### config.mk
export PLATFORM = sky130hd
export DESIGN_NAME = rtt_estimator_retransmit_timer_core
export DESIGN_NICKNAME = d
export VERILOG_FILES = /design/src/rtl/rtte_pkg.sv /design/src/rtl/rtt_estimator_retransmit_timer_core.sv
export SDC_FILE = /design/constraint.sdc
export NUM_CORES = 1
export LEC_CHECK = 0
export BUFFER_PORTS_ARGS = -buffer_cell sky130_fd_sc_hd__buf_2
export CAP_MARGIN = 10
export CORE_MARGIN = 8
export CORE_UTILIZATION = 35
export DETAILED_ROUTE_END_ITERATION = 16
export HOLD_SLACK_MARGIN = 0.02
export MAX_ROUTING_LAYER = met4
export PLACE_DENSITY = 0.56
export SETUP_SLACK_MARGIN = 0.2
export SYNTH_ARGS = -nofsm -noshare
export SYNTH_HDL_FRONTEND = slang
export SYNTH_SLANG_ARGS = --single-unit
### constraint.sdc
create_clock -name i_clk -period 7.1 [get_ports i_clk]
set_input_delay 0.71 -clock i_clk [delete_from_list [all_inputs] [get_ports i_clk]]
set_output_delay 0.71 -clock i_clk [all_outputs]
set_load 0.02 [all_outputs]
### src/rtl/rtte_pkg.sv
// Shared types and constants for the RTT estimator / retransmit timer core.
// No dependencies; imported by rtt_estimator_retransmit_timer_core.
package rtte_pkg;

    localparam int EST_W  = 24;   // smoothed rtt and deviation width
    localparam int TO_W   = 18;   // timeout width in whole seconds
    localparam int CMD_W  = 3;
    localparam int SEC_W  = 8;    // min/max timeout register width
    localparam int RETX_W = 3;
    localparam int CFG_IDX_W  = 2;
    localparam int CFG_DATA_W = 8;

    localparam logic [EST_W-1:0] EST_MAX = {EST_W{1'b1}};
    localparam logic [TO_W-1:0]  TO_MAX  = {TO_W{1'b1}};
    localparam logic [RETX_W-1:0] RETX_SAT = {RETX_W{1'b1}};

    typedef enum logic [CMD_W-1:0] {
        CMD_INIT    = 3'd0,
        CMD_NEW_PKT = 3'd1,
        CMD_START   = 3'd2,
        CMD_STOP    = 3'd3,
        CMD_TIMEOUT = 3'd4
    } t_cmd;

    typedef enum logic [CFG_IDX_W-1:0] {
        CFG_MIN_TIMEOUT = 2'd0,
        CFG_MAX_TIMEOUT = 2'd1,
        CFG_MAX_RETX    = 2'd2
    } t_cfg_idx;

endpackage

### src/rtl/rtt_estimator_retransmit_timer_core.sv
// Retransmit timer core: smoothed RTT / mean deviation estimator with exponential backoff.
// Depends on rtte_pkg for field widths, command codes and register indexes.
//
// Usage:
//   Input stream (s_axis_*): one command word per beat; tuser carries the command
//   (init, new packet, start, response, timeout), tdata the elapsed time in seconds
//   with FRAC_BITS fraction bits. Output stream (m_axis_*): exactly one result word
//   per command word, in order: timeout to arm, give-up flag, srtt and deviation.
//   Config channel (i_cfg_*): register writes, always ready; write only while idle.
//   Pipeline: an accepted word goes into the input register, then the estimator/timer
//   update writes the result register. Throughput: one word per cycle, as long as the
//   output is not stalled by a low m_axis_tready.
//   Stall: when m_axis_tready is low the result word holds, the input register
//   still takes one more word, then s_axis_tready drops until the output drains.
//   Reset (i_rst_n low, synchronous): srtt 0, deviation 1.5 s, timeouts and
//   retransmit count 0, registers back to min 2 s, max 120 s, 4 retransmits;
//   both stream stages empty.
module rtt_estimator_retransmit_timer_core
    import rtte_pkg::*;
#(
    parameter int FRAC_BITS         = 8,
    parameter int MAX_BACKOFF_SHIFT = 4
) (
    input  logic                  i_clk,
    input  logic                  i_rst_n,
    // input stream
    input  logic                  s_axis_tvalid,
    output logic                  s_axis_tready,
    input  logic [23:0]           s_axis_tdata,   // [23:0] elapsed_time
    input  logic [CMD_W-1:0]      s_axis_tuser,   // [2:0] cmd
    // output stream
    output logic                  m_axis_tvalid,
    input  logic                  m_axis_tready,
    // [17:0] timeout_seconds, [18] give_up, [42:19] smoothed_rtt,
    // [66:43] rtt_deviation, [71:67] zero
    output logic [71:0]           m_axis_tdata,
    // configuration writes
    input  logic                  i_cfg_valid,
    output logic                  o_cfg_ready,
    input  logic [CFG_IDX_W-1:0]  i_cfg_index,
    input  logic [CFG_DATA_W-1:0] i_cfg_data
);

    localparam int SUM_W = EST_W + 2;
    localparam int BO_W  = TO_W + MAX_BACKOFF_SHIFT;
    localparam logic [EST_W-1:0]  DEV_INIT = EST_W'(3 << (FRAC_BITS - 1));
    localparam logic [SUM_W-1:0]  RND_HALF = SUM_W'(1) << (FRAC_BITS - 1);
    localparam logic [RETX_W-1:0] BO_CAP   = RETX_W'(MAX_BACKOFF_SHIFT);

    // configuration registers
    logic [SEC_W-1:0]  r_min_to, r_max_to;
    logic [RETX_W-1:0] r_max_retx;

    // state
    logic [EST_W-1:0]  r_srtt, n_srtt;
    logic [EST_W-1:0]  r_dev, n_dev;
    logic [TO_W-1:0]   r_cur_to, n_cur_to;
    logic [TO_W-1:0]   r_carry_to, n_carry_to;
    logic [RETX_W-1:0] r_retx, n_retx;

    // input register
    logic              r_in_valid;
    logic [CMD_W-1:0]  r_in_cmd;
    logic [EST_W-1:0]  r_in_rtt;

    // result register
    logic              r_out_valid;
    logic [TO_W-1:0]   r_out_to, n_out_to;
    logic              r_out_gu, n_out_gu;
    logic [EST_W-1:0]  r_out_srtt, r_out_dev;

    logic adv;
    assign adv           = r_in_valid && (!r_out_valid || m_axis_tready);
    assign s_axis_tready = !r_in_valid || adv;
    assign o_cfg_ready   = 1'b1;

    assign m_axis_tvalid = r_out_valid;
    assign m_axis_tdata  = {5'd0, r_out_dev, r_out_srtt, r_out_gu, r_out_to};

    // ---------------- start: timeout computation ----------------
    logic [RETX_W-1:0] bo_sh;
    logic [BO_W-1:0]   bo_val;
    logic [TO_W-1:0]   bo_to;
    logic [SUM_W-1:0]  rto_sum, rto_sec;
    logic [SEC_W-1:0]  rto_clamp;

    always_comb begin
        bo_sh  = (r_retx > BO_CAP) ? BO_CAP : r_retx;
        bo_val = {{MAX_BACKOFF_SHIFT{1'b0}}, r_cur_to} << bo_sh;
        bo_to  = (bo_val > BO_W'(TO_MAX)) ? TO_MAX : bo_val[TO_W-1:0];

        rto_sum = {2'b00, r_srtt} + {1'b0, r_dev, 1'b0} + RND_HALF;
        rto_sec = rto_sum >> FRAC_BITS;
        // when they cross, the minimum wins only for a value below it; any other value takes the maximum
        if (rto_sec < SUM_W'(r_min_to)) begin
            rto_clamp = r_min_to;
        end else if (rto_sec > SUM_W'(r_max_to)) begin
            rto_clamp = r_max_to;
        end else begin
            rto_clamp = rto_sec[SEC_W-1:0];
        end
    end

    // ---------------- stop: estimator update ----------------
    logic signed [EST_W:0]   err, err_sh, derr, derr_sh;
    logic        [EST_W-1:0] aerr;
    logic signed [EST_W+1:0] srtt_sum, dev_sum;
    logic        [EST_W-1:0] srtt_upd, dev_upd;

    always_comb begin
        err      = $signed({1'b0, r_in_rtt}) - $signed({1'b0, r_srtt});
        err_sh   = err >>> 3;
        srtt_sum = $signed({2'b00, r_srtt}) + $signed({err_sh[EST_W], err_sh});
        aerr     = err[EST_W] ? EST_W'(-err) : err[EST_W-1:0];
        derr     = $signed({1'b0, aerr}) - $signed({1'b0, r_dev});
        derr_sh  = derr >>> 2;
        dev_sum  = $signed({2'b00, r_dev}) + $signed({derr_sh[EST_W], derr_sh});

        if (srtt_sum[EST_W+1]) begin
            srtt_upd = '0;
        end else if (srtt_sum[EST_W]) begin
            srtt_upd = EST_MAX;
        end else begin
            srtt_upd = srtt_sum[EST_W-1:0];
        end
        if (dev_sum[EST_W+1]) begin
            dev_upd = '0;
        end else if (dev_sum[EST_W]) begin
            dev_upd = EST_MAX;
        end else begin
            dev_upd = dev_sum[EST_W-1:0];
        end
    end

    // ---------------- timeout: retransmit count ----------------
    logic [RETX_W:0] retx_inc, retx_cap, retx_sat;
    always_comb begin
        retx_inc = {1'b0, r_retx} + 1'b1;
        retx_cap = {1'b0, r_max_retx} + 1'b1;
        if (retx_cap > {1'b0, RETX_SAT}) begin
            retx_cap = {1'b0, RETX_SAT};
        end
        retx_sat = (retx_inc > retx_cap) ? retx_cap : retx_inc;
    end

    // ---------------- next state ----------------
    always_comb begin
        n_srtt     = r_srtt;
        n_dev      = r_dev;
        n_cur_to   = r_cur_to;
        n_carry_to = r_carry_to;
        n_retx     = r_retx;
        n_out_to   = '0;
        n_out_gu   = 1'b0;
        case (t_cmd'(r_in_cmd))
            CMD_INIT: begin
                n_srtt     = '0;
                n_dev      = DEV_INIT;
                n_carry_to = '0;
            end
            CMD_NEW_PKT: begin
                n_retx = '0;
            end
            CMD_START: begin
                if (r_retx != '0) begin
                    n_cur_to = bo_to;
                end else if (r_carry_to != '0) begin
                    n_cur_to   = r_carry_to;
                    n_carry_to = '0;
                end else begin
                    n_cur_to = TO_W'(rto_clamp);
                end
                n_out_to = n_cur_to;
            end
            CMD_STOP, CMD_TIMEOUT: begin
                // resent packet: keep estimators, carry the backed-off timeout
                if (r_retx != '0) begin
                    n_carry_to = r_cur_to;
                end else begin
                    n_carry_to = '0;
                    n_srtt     = srtt_upd;
                    n_dev      = dev_upd;
                end
                if (t_cmd'(r_in_cmd) == CMD_TIMEOUT) begin
                    n_out_gu = (retx_inc > {1'b0, r_max_retx});
                    n_retx   = retx_sat[RETX_W-1:0];
                end
            end
            default: begin
            end
        endcase
    end

    // ---------------- registers ----------------
    always_ff @(posedge i_clk) begin
        if (!i_rst_n) begin
            r_min_to   <= SEC_W'(2);
            r_max_to   <= SEC_W'(120);
            r_max_retx <= RETX_W'(4);
        end else if (i_cfg_valid) begin
            case (t_cfg_idx'(i_cfg_index))
                CFG_MIN_TIMEOUT: r_min_to   <= i_cfg_data;
                CFG_MAX_TIMEOUT: r_max_to   <= i_cfg_data;
                CFG_MAX_RETX:    r_max_retx <= i_cfg_data[RETX_W-1:0];
                default: begin
                end
            endcase
        end
    end

    always_ff @(posedge i_clk) begin
        if (!i_rst_n) begin
            r_srtt     <= '0;
            r_dev      <= DEV_INIT;
            r_cur_to   <= '0;
            r_carry_to <= '0;
            r_retx     <= '0;
        end else if (adv) begin
            r_srtt     <= n_srtt;
            r_dev      <= n_dev;
            r_cur_to   <= n_cur_to;
            r_carry_to <= n_carry_to;
            r_retx     <= n_retx;
        end
    end

    always_ff @(posedge i_clk) begin
        if (!i_rst_n) begin
            r_in_valid <= 1'b0;
        end else if (s_axis_tready) begin
            r_in_valid <= s_axis_tvalid;
        end
    end

    always_ff @(posedge i_clk) begin
        if (s_axis_tvalid && s_axis_tready) begin
            r_in_cmd <= s_axis_tuser;
            r_in_rtt <= s_axis_tdata;
        end
    end

    always_ff @(posedge i_clk) begin
        if (!i_rst_n) begin
            r_out_valid <= 1'b0;
        end else if (adv) begin
            r_out_valid <= 1'b1;
        end else if (m_axis_tready) begin
            r_out_valid <= 1'b0;
        end
    end

    always_ff @(posedge i_clk) begin
        if (adv) begin
            r_out_to   <= n_out_to;
            r_out_gu   <= n_out_gu;
            r_out_srtt <= n_srtt;
            r_out_dev  <= n_dev;
        end
    end

`ifndef SYNTH
    // a word in the input register stays until it moves to the result register
    a_in_hold: assert property (@(posedge i_clk) disable iff (!i_rst_n)
        r_in_valid && !adv |=> r_in_valid)
        else $error("input word dropped while result stage busy");

    // an accepted word always lands in the input register
    a_in_load: assert property (@(posedge i_clk) disable iff (!i_rst_n)
        s_axis_tvalid && s_axis_tready |=> r_in_valid)
        else $error("accepted word not captured");

    // give-up comes only from a timeout command, which arms no timeout
    a_gu_excl: assert property (@(posedge i_clk) disable iff (!i_rst_n)
        r_out_valid && r_out_gu |-> r_out_to == '0)
        else $error("give-up together with a nonzero timeout");

    // the reported estimators are the live state after the update
    a_est_track: assert property (@(posedge i_clk) disable iff (!i_rst_n)
        adv |=> r_out_srtt == r_srtt && r_out_dev == r_dev)
        else $error("result estimators differ from state");
`endif

endmodule
# --- Word-level counts from Yosys, hierarchy flattened ---
# Cells that the tools add are included.
classes:
  shifts: 1
  n_addsub: 9
  n_mux: 25
  n_eq_ne: 9
  n_reduce_logical: 21
  magnitude_cmp: 7
op_table:
  columns: ["op", "count"]
  rows:
  - ["$mux W24", 7]
  - ["$mux W18", 6]
  - ["$pmux W24 S2", 2]
  - ["$pmux W18 S3", 1]
  - ["$sub A24 B24 Y25", 2]
  - ["$add A24 B25 Y26", 1]
  - ["$add A25 B22 Y26", 1]
  - ["$add A25 B23 Y26", 1]
  - ["$add A26 B8 Y26 const B", 1]
  - ["$neg A24 Y24", 1]
  - ["$gt A22 B18 Y1 const B", 1]
  - ["$shl A18 B3 Y22", 1]
  - ["$gt A18 B8 Y1", 1]
  - ["$lt A18 B8 Y1", 1]
  - ["$reduce_bool A18 Y1", 1]
  - ["$mux W8", 2]
  - ["$reduce_and A2 Y1", 5]
  - ["$mux W3", 3]
  - ["$add A3 B1 Y4 const B", 2]
  - ["$eq A3 B2 Y1 const B", 2]
  - ["$ne A2 B2 Y1 const B", 3]
  - ["$pmux W3 S2", 1]
  - ["$reduce_bool A3 Y1", 2]
  - ["$gt A4 B3 Y1", 1]
  - ["18 further kinds", 23]
word_totals:
  word_cells: 88
  input_bits: 42
  out_inout_bits: 75
  regBits: 202

# --- Longest topological paths before layout ---
depth:
  ltp_word: 9
  ltp_mapped: 35
  mapped_depth_nobuf: 34

# --- Worst setup path before layout ---
# Ideal clock, no wire load.
synth_path:
  path_kind: "register to register"
  from: "register r_srtt[0]"
  to: "register r_dev[2]"
  setup_time_ns: 0.099
  path_stages_with_launch: 34
  slack_ns: -0.145
  path_buffers: 1
  required_time_ns: 7.001
  period_less_slack_ns: 7.245
  t_arrival_ns: 7.146
  path_cell_list: "dfxtp_1 -> ha_1 -> fa_1 -> and2b_1 -> o2111ai_2 -> a311oi_1 -> o211ai_1 -> a31oi_1 -> a31o_2 -> clkbuf_1 -> nor2_1 -> xnor2_1 -> ha_1 -> a21o_1 -> a31oi_2 -> o21a_2 -> a21o_1 -> a21boi_0 -> o21a_1 -> o21a_1 -> o21a_1 -> nor2_1 -> xnor2_1 -> ha_1 -> a21oi_1 -> o211ai_1 -> a2111oi_2 -> o31ai_2 -> a211o_1 -> nor3_1 -> a21oi_1 -> xnor2_4 -> nand3_1 -> a221oi_1"
synth_via:
  elab_chain_len: 9
synth_lines:
  columns: ["element", "line", "rtl"]
  rows:
  - ["start: declaration", "rtt_estimator_retransmit_timer_core.sv:55", "logic [EST_W-1:0] r_srtt, n_srtt;"]
  - ["start signal: assignment", "rtt_estimator_retransmit_timer_core.sv:219", "r_srtt <= n_srtt;"]
  - ["$sub A24 B24 Y25 (*)", "rtt_estimator_retransmit_timer_core.sv:111", "err = $signed({1'b0, r_in_rtt}) - $signed({1'b0, r_srtt});"]
  - ["$neg A24 Y24", "rtt_estimator_retransmit_timer_core.sv:114", "aerr = err[EST_W] ? EST_W'(-err) : err[EST_W-1:0];"]
  - ["$mux W24 (*)", "rtt_estimator_retransmit_timer_core.sv:114", null]
  - ["$sub A24 B24 Y25 (*)", "rtt_estimator_retransmit_timer_core.sv:115", "derr = $signed({1'b0, aerr}) - $signed({1'b0, r_dev});"]
  - ["$add A25 B23 Y26 (*)", "rtt_estimator_retransmit_timer_core.sv:117", "dev_sum = $signed({2'b00, r_dev}) + $signed({derr_sh[EST_W], derr_sh});"]
  - ["$mux W24", "rtt_estimator_retransmit_timer_core.sv:128", "end else if (dev_sum[EST_W]) begin"]
  - ["$mux W24 (*)", "rtt_estimator_retransmit_timer_core.sv:126", "if (dev_sum[EST_W+1]) begin"]
  - ["$mux W24 (*)", "rtt_estimator_retransmit_timer_core.sv:177", "if (r_retx != '0) begin"]
  - ["$pmux W24 S2 (*)", "rtt_estimator_retransmit_timer_core.sv:155", "case (t_cmd'(r_in_cmd))"]
  - ["end signal: assignment", "rtt_estimator_retransmit_timer_core.sv:220", "r_dev <= n_dev;"]
  - ["end: declaration", "rtt_estimator_retransmit_timer_core.sv:56", "logic [EST_W-1:0] r_dev, n_dev;"]
# Every way passes the cells marked *; elsewhere a longest branch is shown, timed or not.
# A chain may end at the register's enable or synchronous reset.

# --- Final worst setup path ---
layout_path:
  from: "register r_in_rtt[0]"
  to: "register r_dev[7]"
layout_via:
  elab_chain_len: 9
layout_lines:
  columns: ["element", "line", "rtl"]
  rows:
  - ["start: declaration", "rtt_estimator_retransmit_timer_core.sv:64", "logic [EST_W-1:0] r_in_rtt;"]
  - ["start signal: assignment", "rtt_estimator_retransmit_timer_core.sv:238", "r_in_rtt <= s_axis_tdata;"]
  - ["$sub A24 B24 Y25 (*)", "rtt_estimator_retransmit_timer_core.sv:111", null]
  - ["$neg A24 Y24", "rtt_estimator_retransmit_timer_core.sv:114", null]
  - ["$mux W24 (*)", "rtt_estimator_retransmit_timer_core.sv:114", null]
  - ["$sub A24 B24 Y25 (*)", "rtt_estimator_retransmit_timer_core.sv:115", null]
  - ["$add A25 B23 Y26 (*)", "rtt_estimator_retransmit_timer_core.sv:117", null]
  - ["$mux W24", "rtt_estimator_retransmit_timer_core.sv:128", null]
  - ["$mux W24 (*)", "rtt_estimator_retransmit_timer_core.sv:126", null]
  - ["$mux W24 (*)", "rtt_estimator_retransmit_timer_core.sv:177", null]
  - ["$pmux W24 S2 (*)", "rtt_estimator_retransmit_timer_core.sv:155", null]
# Marked as above.

==> flow_summary.json <==
{
  "portBuffers": 110,
  "die-area_um2": 52600,
  "cts_hold_buf": 0,
  "ys_top_cells_by_area": "edfxtp_1 18%, dfxtp_1 14%, ha_1 13%",
  "antenna_found_initial": 0,
  "drv_cap": 0,
  "gp_congestion": 0.908,
  "syn_area_um2": 15900,
  "final-setup-viol-count": 0,
  "leakagePower_uw": 0.00837,
  "whs_ns": 0.321,
  "wl_per_cell_um": 18.7,
  "end_kind": "flop",
  "critPathArrivalTime_ns": 7.54,
  "clock_path_buffers": 3,
  "cp-start-kind": "flop",
  "drt_pass1_iterations": 5,
  "final_antenna_net_count": 0,
  "cts_tree": "done",
  "dp_hpwl_mm": 39.6,
  "drt_iter0_markers": 977,
  "period_share": 0.995,
  "synthCells": 1901,
  "cp_top_family": "compound AO/OA/AOI/OAI gates",
  "totalWireLength_mm": 51.8,
  "initial_utilization": 0.353,
  "via_per_inst": 5.41,
  "overflow": 0,
  "drc": 0,
  "max_stage_delay_ns": 0.34,
  "final_layout_size_suffix_gt1_frac": 0.203,
  "hold_viol_final": 0,
  "yosysTopAreaCell": "edfxtp_1",
  "grt_pass1_wl_mm": 82.2,
  "cts.sinks": 202,
  "ys.warnings.count": 0,
  "worst_slew_pin_slew_ns": 1.09,
  "setup_tns_ns": 0,
  "stdcell_count": 2772,
  "die_h_um": 229,
  "slew_violations": 0,
  "critPathBufInv": 6,
  "fmax_mhz": 142,
  "cts_root_buf": "clkbuf_16",
  "ir_drop_mv": 0.220,
  "crit_fanout": 8,
  "worst_hold_path_type": "input port to flop",
  "finalClockSkew_ns": 0.0134,
  "ys_seq_elements": 202,
  "path_class": "flop to flop",
  "die_w_um": 229,
  "yosys-top-cells-count": "216 x nand2_1, 185 x nor2_1, 168 x ha_1",
  "synth_cell_type_count": 102,
  "grt_max_degree": 72,
  "avgSynthCellArea_um2": 8.38,
  "dp_cells": 2672,
  "grt.total_usage": 0.196,
  "layout.nets": 2366,
  "status": "finished clean",
  "pin_count": 117,
  "slew_headroom": 0.270,
  "cts-htree-levels": 1,
  "yosysMostFrequentCell": "nand2_1",
  "synthDominantCellAreaShare": 0.177,
  "area_delta_synth_final_pct": 23.3,
  "fillCellCount": 4460,
  "critPathSlowestCell": "edfxtp_1",
  "multiInputGateArea_um2": 10700,
  "p_per_area_nw_per_um2": 254,
  "ff_latch_area_um2": 4990,
  "synth_ff_type": "dfxtp_1",
  "num_rows": 78,
  "cp_data_required_time_ns": 7.57,
  "cts_buffers": 25,
  "rsz0062_at_grt": "true",
  "synth-edff-count": 94,
  "fp.coreArea_um2": 45200,
  "vias": 15000,
  "grt_pass1_vias": 14900,
  "clkTransAtPathRegs_ns": 0.06,
  "finalCriticalPeriod_ns": 7.06,
  "synth-seq-area-share": 0.313,
  "diodes": 0,
  "clk_latency_ns": 0.56,
  "async_reset_ff_frac": 0
}
## routing by layer
layer | global-route usage | part of all wire | vias up
met5 | - | 0 | -
met4 | 0.0510 | 0.027 | 0
met3 | 0.0242 | 0.042 | 84
met2 | 0.329 | 0.48 | 378
met1 | 0.249 | 0.45 | 7139
li1 | - | - | 7401
## where the power goes
part           internal [uW]  leakage (uW)  switching (uW)  total (uW)
logic                   1020       0.00620            1320        2340
clock network            777      0.000404             541        1320
registers               1290       0.00177            48.3        1340
total                   3090       0.00837            1910        5000
## timing repair
item	in CTS	in global routing
endpoints found under the setup margin	48	48
endpoints found under the hold margin	0	0
gates cloned	4	0
gates resized for setup	65	36
setup buffers	38	11
pin swaps	48	35
## layout make-up
| cell class | instances | share of cell area |
|---|---|---|
| multi-input combinational | 1523 | 0.545 |
| sequential | 202 | 0.254 |
| timing repair buffer | 291 | 0.0991 |
| tap | 600 | 0.0382 |
| clock buffer | 35 | 0.0359 |
| inverter | 110 | 0.0212 |
| clock inverter | 11 | 0.00701 |
## flip-flops by register name, summed over array words and instances, names as in the netlist, 3 cells and up
signal and flops:
r_out_to 18, r_srtt 24, r_out_srtt 24, r_carry_to 18
r_min_to 8, r_out_dev 24, r_retx 3, r_in_cmd 3
r_dev 24, r_max_retx 3, r_in_rtt 24, r_max_to 8
r_cur_to 18
## kinds of logic after synthesis
logic type / after synthesis / synth area share
buffers and inverters: 185 / 0.0474
DFF: 202 / 0.313
AOI/OAI and AO/OA: 578 / 0.238
muxes: 46 / 0.0309
xor gates and xnor gates: 106 / 0.0599
other: 2 / 0.000471
and+or+nand+nor: 611 / 0.175
adders and majority gates: 171 / 0.136
## path summary, 6_finish.rpt
check                        from              to  slack [ns]  cells after the start
setup / recovery      r_in_rtt[0]        r_dev[7]        0.04                     38
setup reg to reg      r_in_rtt[0]        r_dev[7]        0.04                     38
hold reg to reg    r_carry_to[14]  r_carry_to[14]        0.47                      2
hold / removal    s_axis_tdata[6]     r_in_rtt[6]        0.32                      1
## stage by stage
step	util	setup WS (ns)	power, uW	instance area (um2)
floorplan	-	0.217	2760	16000
global placement	0.397	-0.324	3340	17900
detailed placement	0.397	-0.393	3370	17900
CTS	0.429	0.0000187	4900	19400
global route	0.435	-0.243	5310	19600
finish	0.435	0.0377	5000	19600
## worst register-to-register path: cells and delay by family (launching register included)
kind	cells	cell delay [ns]
flip-flops	1	0.34
AND/OR/NAND/NOR	4	0.57
XOR/XNOR	3	0.43
AO/OA/AOI/OAI	21	3.83
buffers and inverters	6	0.78
adder cells (fa/ha/maj)	4	1.03
## cells in the final DEF (no fill, tap or decap), drive strengths merged, types with 12 or more instances in the layout
cell / count
clkbuf: 36
nor3: 36
nand2b: 20
nor2: 185
nor2b: 23
a21oi: 163
nand2: 220
a221oi: 16
nand3: 52
o21ai: 159
a31oi: 24
mux2i: 39
o211ai: 21
o21a: 27
xor2: 39
and2: 12
ha: 168
xnor2: 68
buf: 290
dfxtp: 108
o31ai: 13
inv: 113
edfxtp: 94
a211oi: 18
a21o: 46
Note: power is estimated with default switching activity, not from simulation.
